## config.mk

```make
export PLATFORM = sky130hd
export DESIGN_NAME = servo_bus_packet_master_core
export DESIGN_NICKNAME = d
export VERILOG_FILES = /design/src/rtl/sbpm_pkg.sv /design/src/rtl/sbpm_front.sv /design/src/rtl/sbpm_jobq.sv /design/src/rtl/sbpm_back.sv /design/src/rtl/servo_bus_packet_master_core.sv
export SDC_FILE = /design/constraint.sdc
export NUM_CORES = 1
export LEC_CHECK = 0
export ABC_CLOCK_PERIOD_IN_PS = 7400
export BUFFER_PORTS_ARGS = -buffer_cell sky130_fd_sc_hd__buf_4
export CAP_MARGIN = 25
export CORE_MARGIN = 2
export CORE_UTILIZATION = 24
export DETAILED_ROUTE_END_ITERATION = 12
export HOLD_SLACK_MARGIN = 0.02
export PLACE_DENSITY_LB_ADDON = 0.05
export REMOVE_ABC_BUFFERS = 1
export SETUP_SLACK_MARGIN = 0.2
export SLEW_MARGIN = 10
export SYNTH_ARGS = -nofsm -noshare
export SYNTH_HDL_FRONTEND = slang
export SYNTH_HIERARCHICAL = 1
export SYNTH_SLANG_ARGS = --single-unit
export TNS_END_PERCENT = 50
```

## constraint.sdc

```tcl
create_clock -name i_clk -period 7.4 [get_ports i_clk]
set_input_delay 1.48 -clock i_clk [delete_from_list [all_inputs] [get_ports i_clk]]
set_output_delay 1.48 -clock i_clk [all_outputs]
set_load 0.01 [all_outputs]
```

## src/rtl/sbpm_pkg.sv

```systemverilog
// Shared types, codes and frame helpers of the servo bus master.
package sbpm_pkg;

    localparam logic OP_ISSUE = 1'b0;
    localparam logic OP_RX    = 1'b1;

    localparam logic KIND_TX   = 1'b0;
    localparam logic KIND_DONE = 1'b1;

    typedef enum logic [1:0] {
        CMD_READ  = 2'd0,
        CMD_WRITE = 2'd1,
        CMD_RESET = 2'd2,
        CMD_NONE  = 2'd3
    } t_cmd;

    typedef enum logic {
        PH_IDLE   = 1'b0,
        PH_STATUS = 1'b1
    } t_phase;

    localparam logic [7:0] HDR_BYTE    = 8'hFF;
    localparam logic [7:0] BCAST_ID    = 8'hFE;
    localparam logic [7:0] LEN_SHORT   = 8'h04;
    localparam logic [7:0] LEN_LONG    = 8'h05;
    localparam logic [7:0] LEN_RESET   = 8'h02;
    localparam logic [7:0] INS_READ    = 8'h02;
    localparam logic [7:0] INS_WRITE   = 8'h03;
    localparam logic [7:0] INS_RESET   = 8'h06;

    localparam logic [3:0] STAT_LEN_BASE = 4'd6;

    localparam int JOB_DEPTH_DEF = 4;

    // One unit of work for the serialiser: a frame to send or a finished report.
    typedef struct packed {
        logic        is_frame;
        logic [7:0]  id;
        t_cmd        cmd;
        logic [7:0]  reg_addr;
        logic        two;
        logic [15:0] value;
        logic        bcast;
        logic [7:0]  chk;
        logic        status;
        logic [7:0]  servo_error;
        logic [15:0] read_data;
    } t_job;

    function automatic logic [3:0] frame_len(t_job j);
        logic [3:0] n;
        unique case (j.cmd)
            CMD_READ:  n = 4'd8;
            CMD_WRITE: n = j.two ? 4'd9 : 4'd8;
            default:   n = 4'd6;
        endcase
        return n;
    endfunction

    function automatic logic [7:0] len_byte(t_cmd cmd, logic two);
        logic [7:0] b;
        unique case (cmd)
            CMD_READ:  b = LEN_SHORT;
            CMD_WRITE: b = two ? LEN_LONG : LEN_SHORT;
            default:   b = LEN_RESET;
        endcase
        return b;
    endfunction

    function automatic logic [7:0] instr_byte(t_cmd cmd);
        logic [7:0] b;
        unique case (cmd)
            CMD_READ:  b = INS_READ;
            CMD_WRITE: b = INS_WRITE;
            default:   b = INS_RESET;
        endcase
        return b;
    endfunction

    // Byte idx of the outgoing frame; the last position carries the checksum.
    function automatic logic [7:0] frame_byte(t_job j, logic [3:0] idx);
        logic [7:0] b;
        b = HDR_BYTE;
        if (idx == frame_len(j) - 4'd1) begin
            b = j.chk;
        end else begin
            unique case (idx)
                4'd2: b = j.id;
                4'd3: b = len_byte(j.cmd, j.two);
                4'd4: b = instr_byte(j.cmd);
                4'd5: b = j.reg_addr;
                4'd6: b = (j.cmd == CMD_READ) ? (j.two ? 8'd2 : 8'd1) : j.value[7:0];
                4'd7: b = j.value[15:8];
                default: b = HDR_BYTE;
            endcase
        end
        return b;
    endfunction

endpackage

```

## src/rtl/sbpm_front.sv

```systemverilog
// Front end: classify items, track the status packet, build serialiser jobs.
module sbpm_front (
    input  logic             i_clk,
    input  logic             i_rst_n,
    input  logic             i_accept,
    input  logic             i_op,
    input  logic [7:0]       i_servo_id,
    input  logic [1:0]       i_command,
    input  logic [7:0]       i_reg_addr,
    input  logic [1:0]       i_byte_len,
    input  logic [15:0]      i_write_value,
    input  logic [7:0]       i_rx_byte,
    output logic             o_job_valid,
    output sbpm_pkg::t_job   o_job
);
    import sbpm_pkg::*;

    t_phase      r_phase,   n_phase;
    logic [7:0]  r_exp_id,  n_exp_id;
    logic [3:0]  r_exp_len, n_exp_len;
    logic [3:0]  r_count,   n_count;
    logic [7:0]  r_sum,     n_sum;
    logic        r_id_bad,  n_id_bad;
    logic [7:0]  r_err,     n_err;
    logic [15:0] r_data,    n_data;

    t_cmd        cmd;
    logic        two;
    logic        is_issue;
    logic        is_cmd;
    logic        in_status;
    logic        last_byte;
    logic        bad;
    logic [7:0]  param_sum;
    logic [7:0]  chk_sum;

    assign cmd       = t_cmd'(i_command);
    assign two       = i_byte_len[1];
    assign is_issue  = (i_op == OP_ISSUE);
    assign is_cmd    = is_issue && (cmd != CMD_NONE);
    assign in_status = (r_phase == PH_STATUS);
    assign last_byte = ({1'b0, r_count} + 5'd1) >= {1'b0, r_exp_len};
    assign bad       = r_id_bad || (~r_sum != i_rx_byte);

    // Parameter contribution to the checksum
    always_comb begin
        unique case (cmd)
            CMD_READ:  param_sum = i_reg_addr + (two ? 8'd2 : 8'd1);
            CMD_WRITE: param_sum = i_reg_addr + i_write_value[7:0]
                                   + (two ? i_write_value[15:8] : 8'd0);
            default:   param_sum = 8'd0;
        endcase
        chk_sum = i_servo_id + len_byte(cmd, two) + instr_byte(cmd) + param_sum;
    end

    always_comb begin
        n_phase = r_phase;
        if (i_accept) begin
            if (is_cmd) begin
                n_phase = (i_servo_id == BCAST_ID) ? PH_IDLE : PH_STATUS;
            end else if (!is_issue && in_status && last_byte) begin
                n_phase = PH_IDLE;
            end
        end
    end

    always_comb begin
        n_exp_id  = r_exp_id;
        n_exp_len = r_exp_len;
        n_count   = r_count;
        n_sum     = r_sum;
        n_id_bad  = r_id_bad;
        n_err     = r_err;
        n_data    = r_data;
        if (i_accept && is_cmd) begin
            n_count  = '0;
            n_sum    = '0;
            n_id_bad = 1'b0;
            n_err    = '0;
            n_data   = '0;
            if (i_servo_id == BCAST_ID) begin
                n_exp_id  = '0;
                n_exp_len = '0;
            end else begin
                n_exp_id  = i_servo_id;
                n_exp_len = (cmd == CMD_READ) ? (two ? 4'd8 : 4'd7) : STAT_LEN_BASE;
            end
        end else if (i_accept && !is_issue && in_status) begin
            if (last_byte) begin
                n_exp_id  = '0;
                n_exp_len = '0;
                n_count   = '0;
                n_sum     = '0;
                n_id_bad  = 1'b0;
                n_err     = '0;
                n_data    = '0;
            end else begin
                if (r_count >= 4'd2) n_sum = r_sum + i_rx_byte;
                if (r_count == 4'd2 && i_rx_byte != r_exp_id) n_id_bad = 1'b1;
                if (r_count == 4'd4) n_err = i_rx_byte;
                if (r_count == 4'd5) n_data[7:0] = i_rx_byte;
                if (r_count == 4'd6) n_data[15:8] = i_rx_byte;
                n_count = r_count + 4'd1;
            end
        end
    end

    always_comb begin
        o_job_valid       = i_accept && (is_cmd || (!is_issue && in_status && last_byte));
        o_job.is_frame    = is_issue;
        o_job.id          = i_servo_id;
        o_job.cmd         = cmd;
        o_job.reg_addr    = i_reg_addr;
        o_job.two         = two;
        o_job.value       = i_write_value;
        o_job.bcast       = (i_servo_id == BCAST_ID);
        o_job.chk         = ~chk_sum;
        o_job.status      = bad;
        o_job.servo_error = bad ? 8'd0 : r_err;
        o_job.read_data   = bad ? 16'd0 : r_data;
    end

    always_ff @(posedge i_clk) begin
        if (!i_rst_n) begin
            r_phase   <= PH_IDLE;
            r_exp_id  <= '0;
            r_exp_len <= '0;
            r_count   <= '0;
            r_sum     <= '0;
            r_id_bad  <= 1'b0;
            r_err     <= '0;
            r_data    <= '0;
        end else begin
            r_phase   <= n_phase;
            r_exp_id  <= n_exp_id;
            r_exp_len <= n_exp_len;
            r_count   <= n_count;
            r_sum     <= n_sum;
            r_id_bad  <= n_id_bad;
            r_err     <= n_err;
            r_data    <= n_data;
        end
    end

endmodule

```

## src/rtl/sbpm_jobq.sv

```systemverilog
// Short job queue between the front end and the serialiser.
module sbpm_jobq #(
    parameter int Depth = sbpm_pkg::JOB_DEPTH_DEF
) (
    input  logic             i_clk,
    input  logic             i_rst_n,
    input  logic             i_wr,
    input  sbpm_pkg::t_job   i_wr_job,
    output logic             o_full,
    output logic             o_valid,
    output sbpm_pkg::t_job   o_rd_job,
    input  logic             i_rd
);
    import sbpm_pkg::*;

    localparam int AW = (Depth > 1) ? $clog2(Depth) : 1;
    localparam int CW = $clog2(Depth + 1);

    t_job          r_mem [Depth];
    logic [AW-1:0] r_wptr, n_wptr;
    logic [AW-1:0] r_rptr, n_rptr;
    logic [CW-1:0] r_cnt,  n_cnt;
    logic          do_wr;
    logic          do_rd;

    assign o_full   = (r_cnt == CW'(Depth));
    assign o_valid  = (r_cnt != '0);
    assign o_rd_job = r_mem[r_rptr];
    assign do_wr    = i_wr && !o_full;
    assign do_rd    = i_rd && o_valid;

    always_comb begin
        n_wptr = r_wptr;
        n_rptr = r_rptr;
        n_cnt  = r_cnt;
        if (do_wr) n_wptr = (r_wptr == AW'(Depth - 1)) ? '0 : r_wptr + 1'b1;
        if (do_rd) n_rptr = (r_rptr == AW'(Depth - 1)) ? '0 : r_rptr + 1'b1;
        if (do_wr && !do_rd) n_cnt = r_cnt + 1'b1;
        else if (do_rd && !do_wr) n_cnt = r_cnt - 1'b1;
    end

    always_ff @(posedge i_clk) begin
        if (do_wr) r_mem[r_wptr] <= i_wr_job;
    end

    always_ff @(posedge i_clk) begin
        if (!i_rst_n) begin
            r_wptr <= '0;
            r_rptr <= '0;
            r_cnt  <= '0;
        end else begin
            r_wptr <= n_wptr;
            r_rptr <= n_rptr;
            r_cnt  <= n_cnt;
        end
    end

endmodule

```

## src/rtl/sbpm_back.sv

```systemverilog
// Serialiser: walk each job out as frame bytes or a finished report.
module sbpm_back (
    input  logic             i_clk,
    input  logic             i_rst_n,
    input  logic             i_job_valid,
    input  sbpm_pkg::t_job   i_job,
    output logic             o_job_pop,
    output logic             o_valid,
    input  logic             i_take,
    output logic             o_kind,
    output logic [7:0]       o_tx_byte,
    output logic             o_last_tx,
    output logic             o_status,
    output logic [7:0]       o_servo_error,
    output logic [15:0]      o_read_data
);
    import sbpm_pkg::*;

    logic [3:0]  r_idx, n_idx;
    logic        r_valid;
    logic        r_kind;
    logic [7:0]  r_tx_byte;
    logic        r_last_tx;
    logic        r_status;
    logic [7:0]  r_servo_error;
    logic [15:0] r_read_data;

    logic        advance;
    logic        done;
    logic [3:0]  n_len;
    logic        c_kind;
    logic [7:0]  c_tx_byte;
    logic        c_last_tx;
    logic        c_status;
    logic [7:0]  c_servo_error;
    logic [15:0] c_read_data;

    assign advance = i_job_valid && (!r_valid || i_take);
    assign n_len   = frame_len(i_job);

    always_comb begin
        c_kind        = KIND_DONE;
        c_tx_byte     = '0;
        c_last_tx     = 1'b0;
        c_status      = 1'b0;
        c_servo_error = '0;
        c_read_data   = '0;
        done          = 1'b1;
        if (i_job.is_frame) begin
            if (r_idx < n_len) begin
                c_kind    = KIND_TX;
                c_tx_byte = frame_byte(i_job, r_idx);
                c_last_tx = (r_idx == n_len - 4'd1);
                done      = c_last_tx && !i_job.bcast;
            end
        end else begin
            c_status      = i_job.status;
            c_servo_error = i_job.servo_error;
            c_read_data   = i_job.read_data;
        end
    end

    always_comb begin
        n_idx = r_idx;
        if (advance) n_idx = done ? 4'd0 : r_idx + 4'd1;
    end

    assign o_job_pop = advance && done;

    always_ff @(posedge i_clk) begin
        if (!i_rst_n) begin
            r_idx   <= '0;
            r_valid <= 1'b0;
        end else begin
            r_idx <= n_idx;
            if (advance) r_valid <= 1'b1;
            else if (i_take) r_valid <= 1'b0;
        end
    end

    always_ff @(posedge i_clk) begin
        if (advance) begin
            r_kind        <= c_kind;
            r_tx_byte     <= c_tx_byte;
            r_last_tx     <= c_last_tx;
            r_status      <= c_status;
            r_servo_error <= c_servo_error;
            r_read_data   <= c_read_data;
        end
    end

    assign o_valid       = r_valid;
    assign o_kind        = r_kind;
    assign o_tx_byte     = r_tx_byte;
    assign o_last_tx     = r_last_tx;
    assign o_status      = r_status;
    assign o_servo_error = r_servo_error;
    assign o_read_data   = r_read_data;

endmodule

```

## src/rtl/servo_bus_packet_master_core.sv

```systemverilog
// Top level of the servo bus master: front end, job queue and serialiser.
//
// Use: items enter through a queue-like port (push/full). An item is either a
// command (op 0: read, write or factory reset) or one received status byte
// (op 1). Results leave through a queue-like port (empty/pop): frame bytes to
// transmit, each with last_tx on the checksum byte, and a finished report
// carrying status, the servo error byte and the read data.
// An accepted item's job is written into the job queue and the serialiser
// registers its first result from the queue head. A command frame then leaves
// at one byte a cycle while the receiver pops, 6 to 9 bytes, plus one finished
// report after a broadcast frame. Throughput: one item is taken every cycle
// while the job queue has room; the serialiser, one byte per cycle while the
// receiver pops, sets the sustained command rate. Status bytes cost the
// serialiser nothing until the last one, which yields one report.
// Reset (synchronous, active low) drops any pending transaction, empties the
// job queue and the output register.
// When the receiver stalls (pop low) the result held on the ports stays put;
// the queue keeps absorbing items until it fills, then full rises.
module servo_bus_packet_master_core #(
    parameter int JobDepth = sbpm_pkg::JOB_DEPTH_DEF
) (
    input  logic        i_clk,
    input  logic        i_rst_n,
    input  logic        push,
    output logic        full,
    input  logic        i_op,
    input  logic [7:0]  i_servo_id,
    input  logic [1:0]  i_command,
    input  logic [7:0]  i_reg_addr,
    input  logic [1:0]  i_byte_len,
    input  logic [15:0] i_write_value,
    input  logic [7:0]  i_rx_byte,
    output logic        empty,
    input  logic        pop,
    output logic        o_kind,
    output logic [7:0]  o_tx_byte,
    output logic        o_last_tx,
    output logic        o_status,
    output logic [7:0]  o_servo_error,
    output logic [15:0] o_read_data
);
    import sbpm_pkg::*;

    logic  accept;
    logic  q_full;
    logic  fe_job_valid;
    t_job  fe_job;
    logic  q_valid;
    t_job  q_job;
    logic  be_pop;
    logic  be_valid;

    // Take an item only when the queue can hold whatever job it makes
    assign accept = push && !q_full;
    assign full   = q_full;
    assign empty  = !be_valid;

    sbpm_front u_front (
        .i_clk         (i_clk),
        .i_rst_n       (i_rst_n),
        .i_accept      (accept),
        .i_op          (i_op),
        .i_servo_id    (i_servo_id),
        .i_command     (i_command),
        .i_reg_addr    (i_reg_addr),
        .i_byte_len    (i_byte_len),
        .i_write_value (i_write_value),
        .i_rx_byte     (i_rx_byte),
        .o_job_valid   (fe_job_valid),
        .o_job         (fe_job)
    );

    sbpm_jobq #(
        .Depth (JobDepth)
    ) u_jobq (
        .i_clk    (i_clk),
        .i_rst_n  (i_rst_n),
        .i_wr     (fe_job_valid),
        .i_wr_job (fe_job),
        .o_full   (q_full),
        .o_valid  (q_valid),
        .o_rd_job (q_job),
        .i_rd     (be_pop)
    );

    sbpm_back u_back (
        .i_clk         (i_clk),
        .i_rst_n       (i_rst_n),
        .i_job_valid   (q_valid),
        .i_job         (q_job),
        .o_job_pop     (be_pop),
        .o_valid       (be_valid),
        .i_take        (pop),
        .o_kind        (o_kind),
        .o_tx_byte     (o_tx_byte),
        .o_last_tx     (o_last_tx),
        .o_status      (o_status),
        .o_servo_error (o_servo_error),
        .o_read_data   (o_read_data)
    );

endmodule

```

### Yosys cells after proc, flatten, opt, wreduce, memory -nomap -nowiden

Memories as Yosys holds them, arrays and structs flattened. A register that Yosys moved wholly into a read port is not among the register bits.
Cells that the tools add are included.

| word-level totals | value |
|---|---|
| register bits | 97 |
| RAM bits | 280 |
| input bits | 49 |
| word-level logic and storage cells | 167 |
| memories kept | 1 |

Memories:

| name | depth | bits a word | read ports | clocked after memory_dff | write ports | line | source |
|---|---|---|---|---|---|---|---|
| u_jobq.r_mem | 4 | 70 | 1 | 1 | 1 | sbpm_jobq.sv:19 | `t_job r_mem [Depth];` |

| cells by class | value |
|---|---|
| add/subtract/negate cells | 16 |
| $lt $le $gt $ge | 3 |
| eq/ne operators | 21 |
| mux-type cells | 56 |
| bitwise gates (word level) | 4 |
| reductions and logical operators | 46 |

Operators by type and width:

| operator | count |
|---|---|
| $mux 8 | 14 |
| $add 8x8->8 | 6 |
| $pmux 8 s2 | 3 |
| $pmux 8 s6 | 1 |
| $mux 4 | 10 |
| $mux 16 | 2 |
| $eq 4x3->1 const B | 7 |
| $reduce_bool 2->1 | 10 |
| $logic_and 1x1->1 | 16 |
| $ne 8x8->1 | 2 |
| $not 8->8 | 2 |
| $reduce_and 2->1 | 8 |
| $mux 1 | 15 |
| $eq 4x2->1 const B | 3 |
| $mux 2 | 6 |
| $pmux 3 s2 | 2 |
| $add 4x1->4 const B | 2 |
| $add 8x3->8 | 1 |
| $eq 4x4->1 | 2 |
| $eq 8x8->1 const B | 1 |
| $pmux 4 s2 | 1 |
| $sub 4x1->4 const B | 2 |
| $mux 3 | 2 |
| $add 4x1->5 const B | 1 |
| other kinds (16) | 27 |

### Logic depth before layout (Yosys ltp)

Gate-level depths: netlist of run 1.

| logic depth | value |
|---|---|
| depth in word-level cells | 12 |
| mapped depth | 18 |
| depth with buffers taken out | 17 |

### By module

Netlist of run 1, hierarchy kept.

By module, submodules not included:

| module | times used | cells each | area each (um^2) | sequential area each (um^2) |
|---|---|---|---|---|
| sbpm_jobq | 1 | 417 | 10,656.5 | 8,588.2 |
| sbpm_front | 1 | 495 | 4,205.3 | 980.9 |
| sbpm_back | 1 | 186 | 2,115.8 | 1,151.1 |
| servo_bus_packet_master_core | 1 | 2 | 17.5 | 0.0 |

### Worst setup path after synthesis of run 1

Ideal clock, no wire load.

| timing | value |
|---|---|
| kind | input -> register |
| start point | in i_byte_len[1] |
| end point | mem u_jobq/r_mem[0][32] (netlist bit), data pin |
| arrival time | 5.159 ns |
| setup slack | 1.968 ns |
| stages | 17 |
| buffers on the path | 1 |
| cells stage by stage | clkbuf_1 nand2_1 fa_1 inv_1 ha_1 fa_1 a21oi_1 nor2_1 fa_1 xnor2_1 xnor2_1 fa_1 a211oi_1 o21bai_1 a21oi_1 xnor2_1 xnor2_1 |

RTL lines:

| item | line | source |
|---|---|---|
| start, declared | servo_bus_packet_master_core.sv:30 | `input logic [1:0] i_byte_len,` |
| end, declared | sbpm_jobq.sv:19 |  |

==> flow_metrics.tcl, run 1 <==
set metrics [dict create \
    dp_hpwl_mm 29.5 \
    start_util 0.243 \
    yosysSeqAreaShare 0.631 \
    gp_congestion 0.725 \
    finalHoldViolations 0 \
    register_area_sq_um 10700 \
    io_buffers 84 \
    die_w_microns 270 \
    antenna_found_initial 2 \
    wire_per_inst_microns 21.6 \
    crit_end "u_jobq/r_mem[1][32]" \
    crit_family "adder cells" \
    reg2reg_depth 14 \
    grt_pass1_vias 9939 \
    tritoncts "yes" \
    p_per_area_nw_per_um2 302 \
    ant_nets 0 \
    min_period_ps 5330 \
    slew_viol_final 0 \
    grtUsageTotal 0.128 \
    holdPathStages 2 \
    timing.fmax_mhz 187 \
    min_period_over_period 0.721 \
    die_y_microns 270 \
    worst_pin_slew_ps 948 \
    timing.rr.end "u_jobq/r_cnt[2]" \
    yosys.area_share.simple 0.0708 \
    drt_iter0_drc 567 \
    grt_overflow 0 \
    yosys.area_share.adder 0.0574 \
    crit_slowest_cell "fa_1" \
    cp.arrival_ps 5690 \
    totalPowerFinal_mw 6.00 \
    clkTransAtPathRegs_ps 60 \
    worst-setup-path-type "in2reg" \
    relSlewSlack 0.366 \
    yosysWarnings 6 \
    clock-root-buffer "clkbuf_16" \
    clock_latency_ps 590 \
    outcome "finished, final reports clean" \
    hold_class "reg2reg" \
    drt_pre_antenna_iters 5 \
    via_per_inst 4.37 \
    die_area_sq_um 73000 \
    wirelength_mm 46.4 \
    crit_buf_inv 2 \
    io_pins 86 \
    cts_setup_buffers 0 \
    fin_nets 1285 \
    skew_ps 22.7 \
    utilization 0.284 \
    synth_edf_count 315 \
    syn_inst 1100 \
    n_fill_cell 7070 \
    syn_area_sq_um 17000 \
    clock_path_buffers 3 \
    fin_setup_tns_ps 0 \
    area_delta_synth_final_pct 16.9 \
    synth.avg_cell_area_sq_um 15.5 \
    crit_chain "buf_4 -> nand2_1 -> fa_1 -> inv_1 -> ha_1 -> fa_1 -> a21oi_1 -> nor2_1 -> fa_1 -> xnor2_1 -> xnor2_1 -> fa_1 -> a211oi_1 -> o21bai_1 -> a21oi_1 -> xnor2_1 -> xnor2_1" \
    setup_viol 0 \
    rsz0062_at_grt "false" \
    synthDistinctLibCells 75 \
    r2r_slack_ps 3040 \
    drc_errors 0 \
    synth_top_family_by_area "multiplexers" \
    power_leakage_nw 6.76 \
    multi_input_area_sq_um 5500 \
    synth_xor_area_frac 0.0209 \
    slowest_delay_ps 510 \
    cts_made_buffers 47 \
    cts.sinks 378 \
    ys_ff_latch 378 \
    cts_htree_levels 2 \
    grt_pass1_wl_mm 69.0 \
    startpoint "i_byte_len[1]" \
    rows 97 \
    maxCapViolations 0 \
    layout-drive-gt1-share 0.222 \
    crit_path_start_kind "input port" \
    grt_start_max_net_pins 56 \
    cp_max_fo 17 \
    ir_drop_v 0.000131 \
    synth_ff_type "edfxtp_1" \
    synth_compound_area_frac 0.0761 \
    synthMuxAreaShare 0.0969 \
    num_vias 9379 \
    cp.required_ps 7750 \
    synthArstFlopShare 0 \
    cts_resized 0 \
    core-area_sq_um 70000 \
    crit_cells 17 \
    postCtsHoldBufs 0 \
    crit_path_end_kind "flop" \
]
-- layout by cell type, fill, tap and decap left out, types with 4 or more instances in the layout --
cell type / Yosys / routed
a211oi_1: 7 / 7
a21o_1: 8 / 8
a21oi_1: 61 / 61
a22o_1: 11 / 11
a31oi_1: 8 / 8
and2_1: 37 / 33
and2_4: 0 / 4
and3_1: 8 / 8
buf_4: 38 / 101
clkbuf_1: 23 / 12
clkbuf_16: 0 / 48
clkinv_1: 0 / 12
clkinv_2: 0 / 7
dfxtp_1: 63 / 61
edfxtp_1: 315 / 315
fa_1: 15 / 15
ha_1: 54 / 54
inv_1: 37 / 36
mux2i_1: 7 / 7
mux4_2: 70 / 70
nand2_1: 55 / 55
nand2b_1: 5 / 5
nand3_1: 23 / 23
nor2_1: 25 / 25
nor2b_1: 33 / 33
nor3_1: 5 / 4
nor3b_1: 5 / 5
nor4_1: 5 / 5
o211ai_1: 24 / 24
o21a_1: 4 / 4
o21ai_0: 31 / 31
xnor2_1: 20 / 20
xor2_1: 18 / 18
-- final cells by class --
| cell class | count | area share |
|---|---|---|
| clock inverter | 24 | 0.00869 |
| multi-input combinational | 597 | 0.277 |
| antenna | 3 | 0.000378 |
| sequential | 378 | 0.540 |
| tap | 940 | 0.0592 |
| timing repair buffer | 106 | 0.0432 |
| inverter | 37 | 0.00699 |
| clock buffer | 63 | 0.0648 |
-- cells in the mapped netlist (all sizes together) (3+ instances only) --
| cell type | count | area share |
|---|---|---|
| o21a | 4 | 0.0018 |
| a32oi | 3 | 0.0015 |
| edfxtp | 315 | 0.56 |
| nand2 | 55 | 0.012 |
| mux4 | 70 | 0.093 |
| xor2 | 18 | 0.0093 |
| buf | 64 | 0.033 |
| o21ai | 32 | 0.0096 |
| xnor2 | 20 | 0.010 |
| nand4 | 3 | 0.0011 |
| mux2i | 7 | 0.0041 |
| and3 | 8 | 0.0029 |
| and2 | 37 | 0.014 |
| or3 | 3 | 0.0011 |
| inv | 37 | 0.0082 |
| clkbuf | 24 | 0.0059 |
| nand2b | 5 | 0.0018 |
| dfxtp | 63 | 0.074 |
| nand3 | 23 | 0.0068 |
| ha | 54 | 0.040 |
| nor2b | 35 | 0.014 |
| o21bai | 3 | 0.0013 |
| a222oi | 3 | 0.0018 |
| nor3 | 5 | 0.0015 |
| a21o | 8 | 0.0035 |
| fa | 15 | 0.018 |
| a211oi | 10 | 0.0053 |
| o211ai | 24 | 0.011 |
| nor4 | 5 | 0.0018 |
| a31oi | 8 | 0.0029 |
| a21oi | 62 | 0.018 |
| nor2 | 25 | 0.0055 |
| nor3b | 7 | 0.0037 |
| a22o | 11 | 0.0057 |
-- worst min-delay path by stage --
stage	from	to	slack (ps)
after floorplan	u_front/r_exp_len[0]	u_front/r_exp_len[0]	440
after global placement	u_back/r_idx[2]	u_back/r_idx[2]	450
after detailed placement	u_back/r_idx[2]	u_back/r_idx[2]	450
after CTS	u_back/r_idx[2]	u_back/r_idx[2]	460
after global routing	u_back/r_idx[2]	u_back/r_idx[2]	490
final	u_back/r_idx[2]	u_back/r_idx[2]	450
-- sequential cells by signal (all words and copies together) (netlist names), 2 cells and up, named ones only --
| signal | count |
|---|---|
| u_back/o_read_data | 16 |
| u_back/o_servo_error | 8 |
| u_back/o_tx_byte | 8 |
| u_back/r_idx | 4 |
| u_front/r_count | 4 |
| u_front/r_data | 16 |
| u_front/r_err | 8 |
| u_front/r_exp_id | 8 |
| u_front/r_exp_len | 3 |
| u_front/r_sum | 8 |
| u_jobq/r_cnt | 3 |
| u_jobq/r_mem | 280 |
| u_jobq/r_rptr | 2 |
| u_jobq/r_wptr | 2 |
-- where the power goes --
| part | leakage (nW) | switching (mW) | total, mW | internal (mW) |
|---|---|---|---|---|
| logic | 2.55 | 0.677 | 1.16 | 0.482 |
| registers | 3.50 | 0.0821 | 2.65 | 2.57 |
| clock network | 0.713 | 0.903 | 2.19 | 1.29 |
-- routing by layer --
metal / part of all wire / up-vias / GRT usage
met3: 0.049 / 55 / 0.0275
met1: 0.48 / 4785 / 0.181
li1: - / 4342 / -
met5: 0 / - / 0
met2: 0.46 / 197 / 0.200
met4: 0.018 / 0 / 0.0301
-- per-stage QoR --
stage	setup slack (ps)	cell area (sq um)	hold slack, ps	cells
after global placement	1460	18300	445	2053
final	2070	19900	454	2148
after global routing	1700	19900	486	2145
after detailed placement	1440	18300	450	2055
after floorplan	991	16300	439	1012
after CTS	2040	19800	460	2142
-- worst min-delay path, cell delays in order (launching register included) --
cell and delay [ps]:
dfxtp_1 310, nand3_1 60, nand2_1 50
-- logic make-up after synthesis --
family / count (synthesis)
xor+xnor: 39
compound gates: 193
simple gates: 219
mux: 77
buf+inv: 125
flops: 378
fa+ha+maj: 69
No activity file was read; power rests on OpenSTA's default activity.
==> inputs of run 2 (changes only) <==
- ABC_AREA: unset -> 1
- ABC_CLOCK_PERIOD_IN_PS: 7400 -> 4750
- clock period: 7.4 -> 4.75 ns (I/O delays scaled with it)
==> run 2 against run 1 <==
Cell count grew 28%. Global-route usage grew 0.59 points. Sequential share of layout area shrank 3.3 points. Utilization grew 0.090 points. Sequential power grew 62%. Clock skew grew 2.8 ps. Sequential cell count is the same. Die area grew 5.8%. Register-to-register slack lost 2000 ps. Area after synthesis grew 5.9%. Highest routed layer is now met5.
==> flow_metrics.tcl, run 2 <==
set metrics [dict create \
    startpoint "i_reg_addr[1]" \
    synth_common_cells "edfxtp_1, nor2_1, nand2_1" \
    yosysSeqAreaShare 0.596 \
    core-area_sq_um 74300 \
    synthArstFlopShare 0 \
    crit_path_end_kind "flop" \
    finalHoldViolations 0 \
    dp_hpwl_mm 31.9 \
    wire_per_inst_microns 18.7 \
    setup_slack_ps 530 \
    syn_inst 1656 \
    tritoncts "yes" \
    cp.arrival_ps 4610 \
    postCtsHoldBufs 0 \
    clkTransAtPathRegs_ps 60 \
    cts.sinks 378 \
    combinationalPowerShare 0.313 \
    die_w_microns 278 \
    drt_iter0_drc 671 \
    cp_max_fo 4 \
    syn_area_sq_um 18000 \
    internal_power_mw 7.46 \
    cp.required_ps 5140 \
    yosysWarnings 6 \
    grtUsageTotal 0.134 \
    setup_viol 0 \
    clock_latency_ps 600 \
    synthMuxAreaShare 0.000556 \
    clock_path_buffers 3 \
    power_frac_clock 0.313 \
    synth_edf_count 315 \
    pre_cts_ws_ps -140 \
    start_util 0.242 \
    final_cell_mix "edfxtp_1, nor2_1, nand2_1, inv_1, o21ai_0" \
    grt_overflow 0 \
    slew_viol_final 0 \
    yosys.area_share.adder 0.0542 \
    hold_class "reg2reg" \
    clock-root-buffer "clkbuf_16" \
    maxCapViolations 0 \
    yosys.area_share.simple 0.154 \
    hold_start "u_front/r_data[7]" \
    worst_pin_slew_ps 850 \
    ir_drop_v 0.000320 \
    die_area_sq_um 77200 \
    largest_reg_flops 280 \
    synth_compound_area_frac 0.109 \
    grt_pass1_vias 12100 \
    num_vias 11800 \
    ys_ff_latch 378 \
    antenna_found_initial 1 \
    skew_ps 25.5 \
    switchingPower_mw 4.03 \
    largest-register "u_jobq/r_mem" \
    drc_errors 0 \
    fin_nets 1856 \
    diodes 0 \
    drt_pre_antenna_iters 5 \
    n_fill_cell 7809 \
    p_per_area_nw_per_um2 543 \
    min_period_ps 4220 \
    synthTopCellsByArea "edfxtp_1, dfxtp_1, nor2_1" \
    rows 100 \
    register_area_sq_um 10700 \
    power_frac_seq 0.373 \
    synthDistinctLibCells 48 \
    synth_xor_area_frac 0.00924 \
    crit_path_start_kind "input port" \
    via_per_inst 4.30 \
    rsz0062_at_grt "false" \
    io_pins 86 \
    timing.hold.ws_ps 478 \
    cts_made_buffers 49 \
    timing.fmax_mhz 237 \
    synth_area_leader_cell "edfxtp_1" \
    area_delta_synth_final_pct 17.5 \
    io_buffers 84 \
    synth.avg_cell_area_sq_um 10.9 \
    wirelength_mm 51.2 \
    cts_resized 0 \
    yosys.cell_count.top_type "edfxtp_1" \
    layout-drive-gt1-share 0.177 \
    outcome "finished, final reports clean" \
    grt_start_max_net_pins 109 \
    relSlewSlack 0.433 \
    multi_input_area_sq_um 5910 \
    ant_nets 0 \
    min_period_over_period 0.888 \
    synth_top_area_share 0.525 \
    gp_congestion 0.719 \
    final_common_cell "edfxtp_1" \
    synth_top_family_by_area "simple AND/OR/NAND/NOR gates" \
    die_y_microns 278 \
    grt_pass1_wl_mm 78.1 \
    switching_share 0.351 \
    cts_setup_buffers 0 \
    worst-setup-path-type "in2reg" \
    power_leakage_nw 7.89 \
    synth_ff_type "edfxtp_1" \
    cts_htree_levels 2 \
]
-- run 2: cell types whose count changed after synthesis, sizes merged, moves of 52 or more --
cell,previous run,this run
o21ai,32,178
nor2,25,268
nand2,55,215
o22ai,1,72
inv,37,183
mux4,70,0
nand3,23,75
-- run 2: final cells by class --
| class | instances | area share |
|---|---|---|
| clock buffer | 71 | 0.0642 |
| clock inverter | 19 | 0.00917 |
| inverter | 186 | 0.0333 |
| multi-input combinational | 994 | 0.279 |
| sequential | 378 | 0.507 |
| tap | 969 | 0.0573 |
| timing repair buffer | 129 | 0.0493 |
-- run 2: critical path, stage by stage --
cell and delay [ps]:
buf_4 90, inv_1 60, fa_1 530, inv_1 50, ha_1 230, fa_1 430, buf_4 160, a21oi_1 120
o21ai_0 90, o21ai_0 160, ha_1 310, ha_1 300, ha_1 350, nand3_1 100, nand3_1 100, nand2_1 80
nand2_1 50, a21oi_1 160, xor2_1 270
-- run 2: logic make-up (layout without fill, tap and decap cells) --
| group | after synthesis | count (layout) |
|---|---|---|
| simple gates | 588 | 588 |
| flops | 378 | 378 |
| compound gates | 317 | 317 |
| buf+inv | 284 | 405 |
| fa+ha+maj | 69 | 69 |
| xor+xnor | 19 | 19 |
| mux | 1 | 1 |
-- run 2: through the flow --
stage | power, mW | utilization | cell area [sq um] | std cells | TNS [ps]
after floorplan | 6.51 | - | 17300 | 1558 | -254320
after global placement | 8.10 | 0.264 | 19600 | 2656 | -1200
after detailed placement | 8.10 | 0.264 | 19600 | 2656 | -937
after CTS | 11.8 | 0.285 | 21100 | 2746 | 0
after global routing | 12.3 | 0.285 | 21100 | 2746 | 0
final | 11.5 | 0.285 | 21100 | 2746 | 0
-- run 2: worst paths after layout --
kind	endpoint	slack, ps	cells after the start
setup / recovery	u_jobq/r_mem[3][31]	530	19
hold reg to reg	u_front/r_data[7]	480	2
setup reg to reg	u_jobq/r_cnt[2]	1020	24
hold / removal	u_front/r_data[7]	480	2
-- run 2: per-layer routing --
metal  track usage  vias up  part of all wire
met3        0.0211       66             0.036
met2         0.209      184              0.44
met5             0        -           0.00031
li1              -     5818                 -
met1         0.193     5746              0.50
met4        0.0324        2             0.018
-- run 2: power by group through the flow --
stage	combinational (mW)	clock (mW)	sequential, mW
6_report	3.60	3.60	4.29
5_1_grt	4.05	3.86	4.34
4_1_cts	3.74	3.75	4.31
3_5_place_dp	3.73	0	4.37
3_3_place_gp	3.73	0	4.37
2_1_floorplan	2.02	0	4.50
==> inputs of run 3 (changes only) <==
==> constraint.sdc (replaced) <==
create_clock -name i_clk -period 4.75 [get_ports i_clk]
set_input_delay 1.425 -clock i_clk [delete_from_list [all_inputs] [get_ports i_clk]]
set_output_delay 1.425 -clock i_clk [all_outputs]
set_load 0.01 [all_outputs]
==> run 3 against run 2 <==
Hold slack got worse by 3.0 ps. Die area unchanged. Wire length increased by 0.15%. Register-to-register slack got worse by 20 ps. Critical path depth decreased by 1. Clock-buffer cell count decreased by 17. Sequential cell count unchanged. Utilization increased by 0.44 points. Sequential power about the same. Clock skew decreased by 7.4 ps.
==> flow_metrics.tcl, run 3 (same netlist as run 2, synthesis figures left out) <==
set metrics [dict create \
    outcome "finished, final reports clean" \
    via_per_inst 4.31 \
    dp_hpwl_mm 32.7 \
    core-area_sq_um 74300 \
    hold_class "reg2reg" \
    relSlewSlack 0.404 \
    drt_pre_antenna_iters 4 \
    switching_share 0.354 \
    cp.arrival_ps 4800 \
    timing.fmax_mhz 224 \
    min_period_over_period 0.942 \
    utilization 0.289 \
    power_frac_seq 0.374 \
    combinationalPowerShare 0.323 \
    diodes 0 \
    internal_power_mw 7.39 \
    wire_per_inst_microns 18.5 \
    tritoncts "yes" \
    fin_nets 1880 \
    rows 100 \
    power_leakage_nw 8.02 \
    skew_ps 18.1 \
    timing.rr.end "u_jobq/r_cnt[2]" \
    setup_viol 0 \
    holdPathStages 2 \
    gp_congestion 0.736 \
    reg2reg_depth 21 \
    hold_start "u_front/r_exp_len[3]" \
    area_delta_synth_final_pct 19.3 \
    worst_pin_slew_ps 894 \
    maxCapViolations 0 \
    start_util 0.242 \
    io_pins 86 \
    grt_overflow 0 \
    clock_path_buffers 3 \
    clock-root-buffer "clkbuf_16" \
    grtUsageTotal 0.134 \
    largest_reg_flops 280 \
    finalHoldViolations 0 \
    grt_start_max_net_pins 103 \
    switchingPower_mw 4.05 \
    crit_path_end_kind "flop" \
    drc_errors 0 \
    die_y_microns 278 \
    cts.sinks 378 \
    ir_drop_v 0.000460 \
    num_vias 11900 \
    grt_pass1_wl_mm 78.4 \
    hold_path_end "u_front/r_exp_len[3]" \
    layout-drive-gt1-share 0.204 \
    r2r_slack_ps 1000 \
    n_fill_cell 7771 \
    clock_latency_ps 600 \
    io_buffers 84 \
    drt_iter0_drc 553 \
    largest-register "u_jobq/r_mem" \
    timing.hold.ws_ps 475 \
    die_area_sq_um 77200 \
    crit_path_start_kind "input port" \
    cp.required_ps 5070 \
    p_per_area_nw_per_um2 533 \
    cts_htree_levels 2 \
    cp_max_fo 5 \
    final_cell_mix "edfxtp_1, nor2_1, nand2_1, inv_1, buf_4" \
    cts_made_buffers 48 \
    antenna_found_initial 1 \
    min_period_ps 4470 \
    power_frac_clock 0.303 \
    worst-setup-path-type "in2reg" \
    final_common_cell "edfxtp_1" \
    clkTransAtPathRegs_ps 60 \
    wirelength_mm 51.3 \
    ant_nets 0 \
    slew_viol_final 0 \
    grt_pass1_vias 12300 \
    die_w_microns 278 \
    rsz0062_at_grt "true" \
]
run 3: cell types whose count changed in the layout (fill, tap and decap cells not counted), sizes merged:
cell | before | now
inv | 184 | 185
clkinv | 18 | 30
clkinvlp | 0 | 2
clkbuf | 71 | 54
buf | 129 | 154
run 3: layout make-up:
type | instances | area [sq um] | share of cell area
multi-input cells | 994 | 6070 | 0.282
flip-flops and latches | 378 | 10700 | 0.499
clock inverters | 34 | 264 | 0.0123
clock buffers | 54 | 1220 | 0.0570
repair buffers | 154 | 1280 | 0.0596
well taps | 969 | 1210 | 0.0564
inverters | 186 | 707 | 0.0329
run 3: how the worst max path moves through the flow:
stage                     slack (ps)             start                   to
after floorplan                -1460              flop      u_jobq/r_cnt[2]
after global placement          -500     i_reg_addr[1]  u_jobq/r_mem[1][31]
after detailed placement        -610     i_reg_addr[1]  u_jobq/r_mem[1][31]
after CTS                        200     i_byte_len[1]  u_jobq/r_mem[2][32]
after global routing             150     i_byte_len[1]  u_jobq/r_mem[2][32]
final                            280  i_write_value[1]  u_jobq/r_mem[2][32]
run 3: repair_timing:
item	4_1_cts	5_1_grt
endpoints found under the setup margin	16	19
buffers inserted	1	2
hold buffers	0	0
pin swaps	7	12
resized for setup	9	34
run 3: critical path, cell delays in order:
cell     delay [ps]
buf_8            80
inv_4            30
fa_1            570
inv_2            60
ha_4            160
fa_2            410
a32o_2          260
fa_1            510
xnor2_2         160
xor2_1          160
buf_4           140
fa_2            360
nand4_1         110
nand2_1          70
nand2_1          50
nand2_1          60
nand3_1          90
nand2_2          90
run 3: routing by layer:
| metal | share of wire | global-route usage | up-vias |
|---|---|---|---|
| li1 | - | - | 5853 |
| met1 | 0.50 | 0.193 | 5877 |
| met5 | 0.00031 | 0 | - |
| met3 | 0.032 | 0.0224 | 55 |
| met2 | 0.45 | 0.210 | 154 |
| met4 | 0.016 | 0.0292 | 2 |
run 3: through the flow:
step           instances  total power [mW]  area, sq um  setup slack [ps]  TNS, ps
3_3_place_gp        2678              8.10        19800              -503    -9310
2_1_floorplan       1558              6.51        17300             -1460  -350810
6_report            2769              11.4        21500               277        0
5_1_grt             2769              12.2        21500               150        0
4_1_cts             2767              11.7        21300               200        0
3_5_place_dp        2678              8.11        19800              -608   -11150
run 3: power groups by stage:
| stage | logic (mW) | clock network [mW] | registers [mW] |
|---|---|---|---|
| 3_3_place_gp | 3.75 | 0 | 4.35 |
| 3_5_place_dp | 3.76 | 0 | 4.35 |
| 2_1_floorplan | 2.02 | 0 | 4.50 |
| 5_1_grt | 4.17 | 3.73 | 4.31 |
| 6_report | 3.69 | 3.47 | 4.27 |
| 4_1_cts | 3.78 | 3.63 | 4.28 |
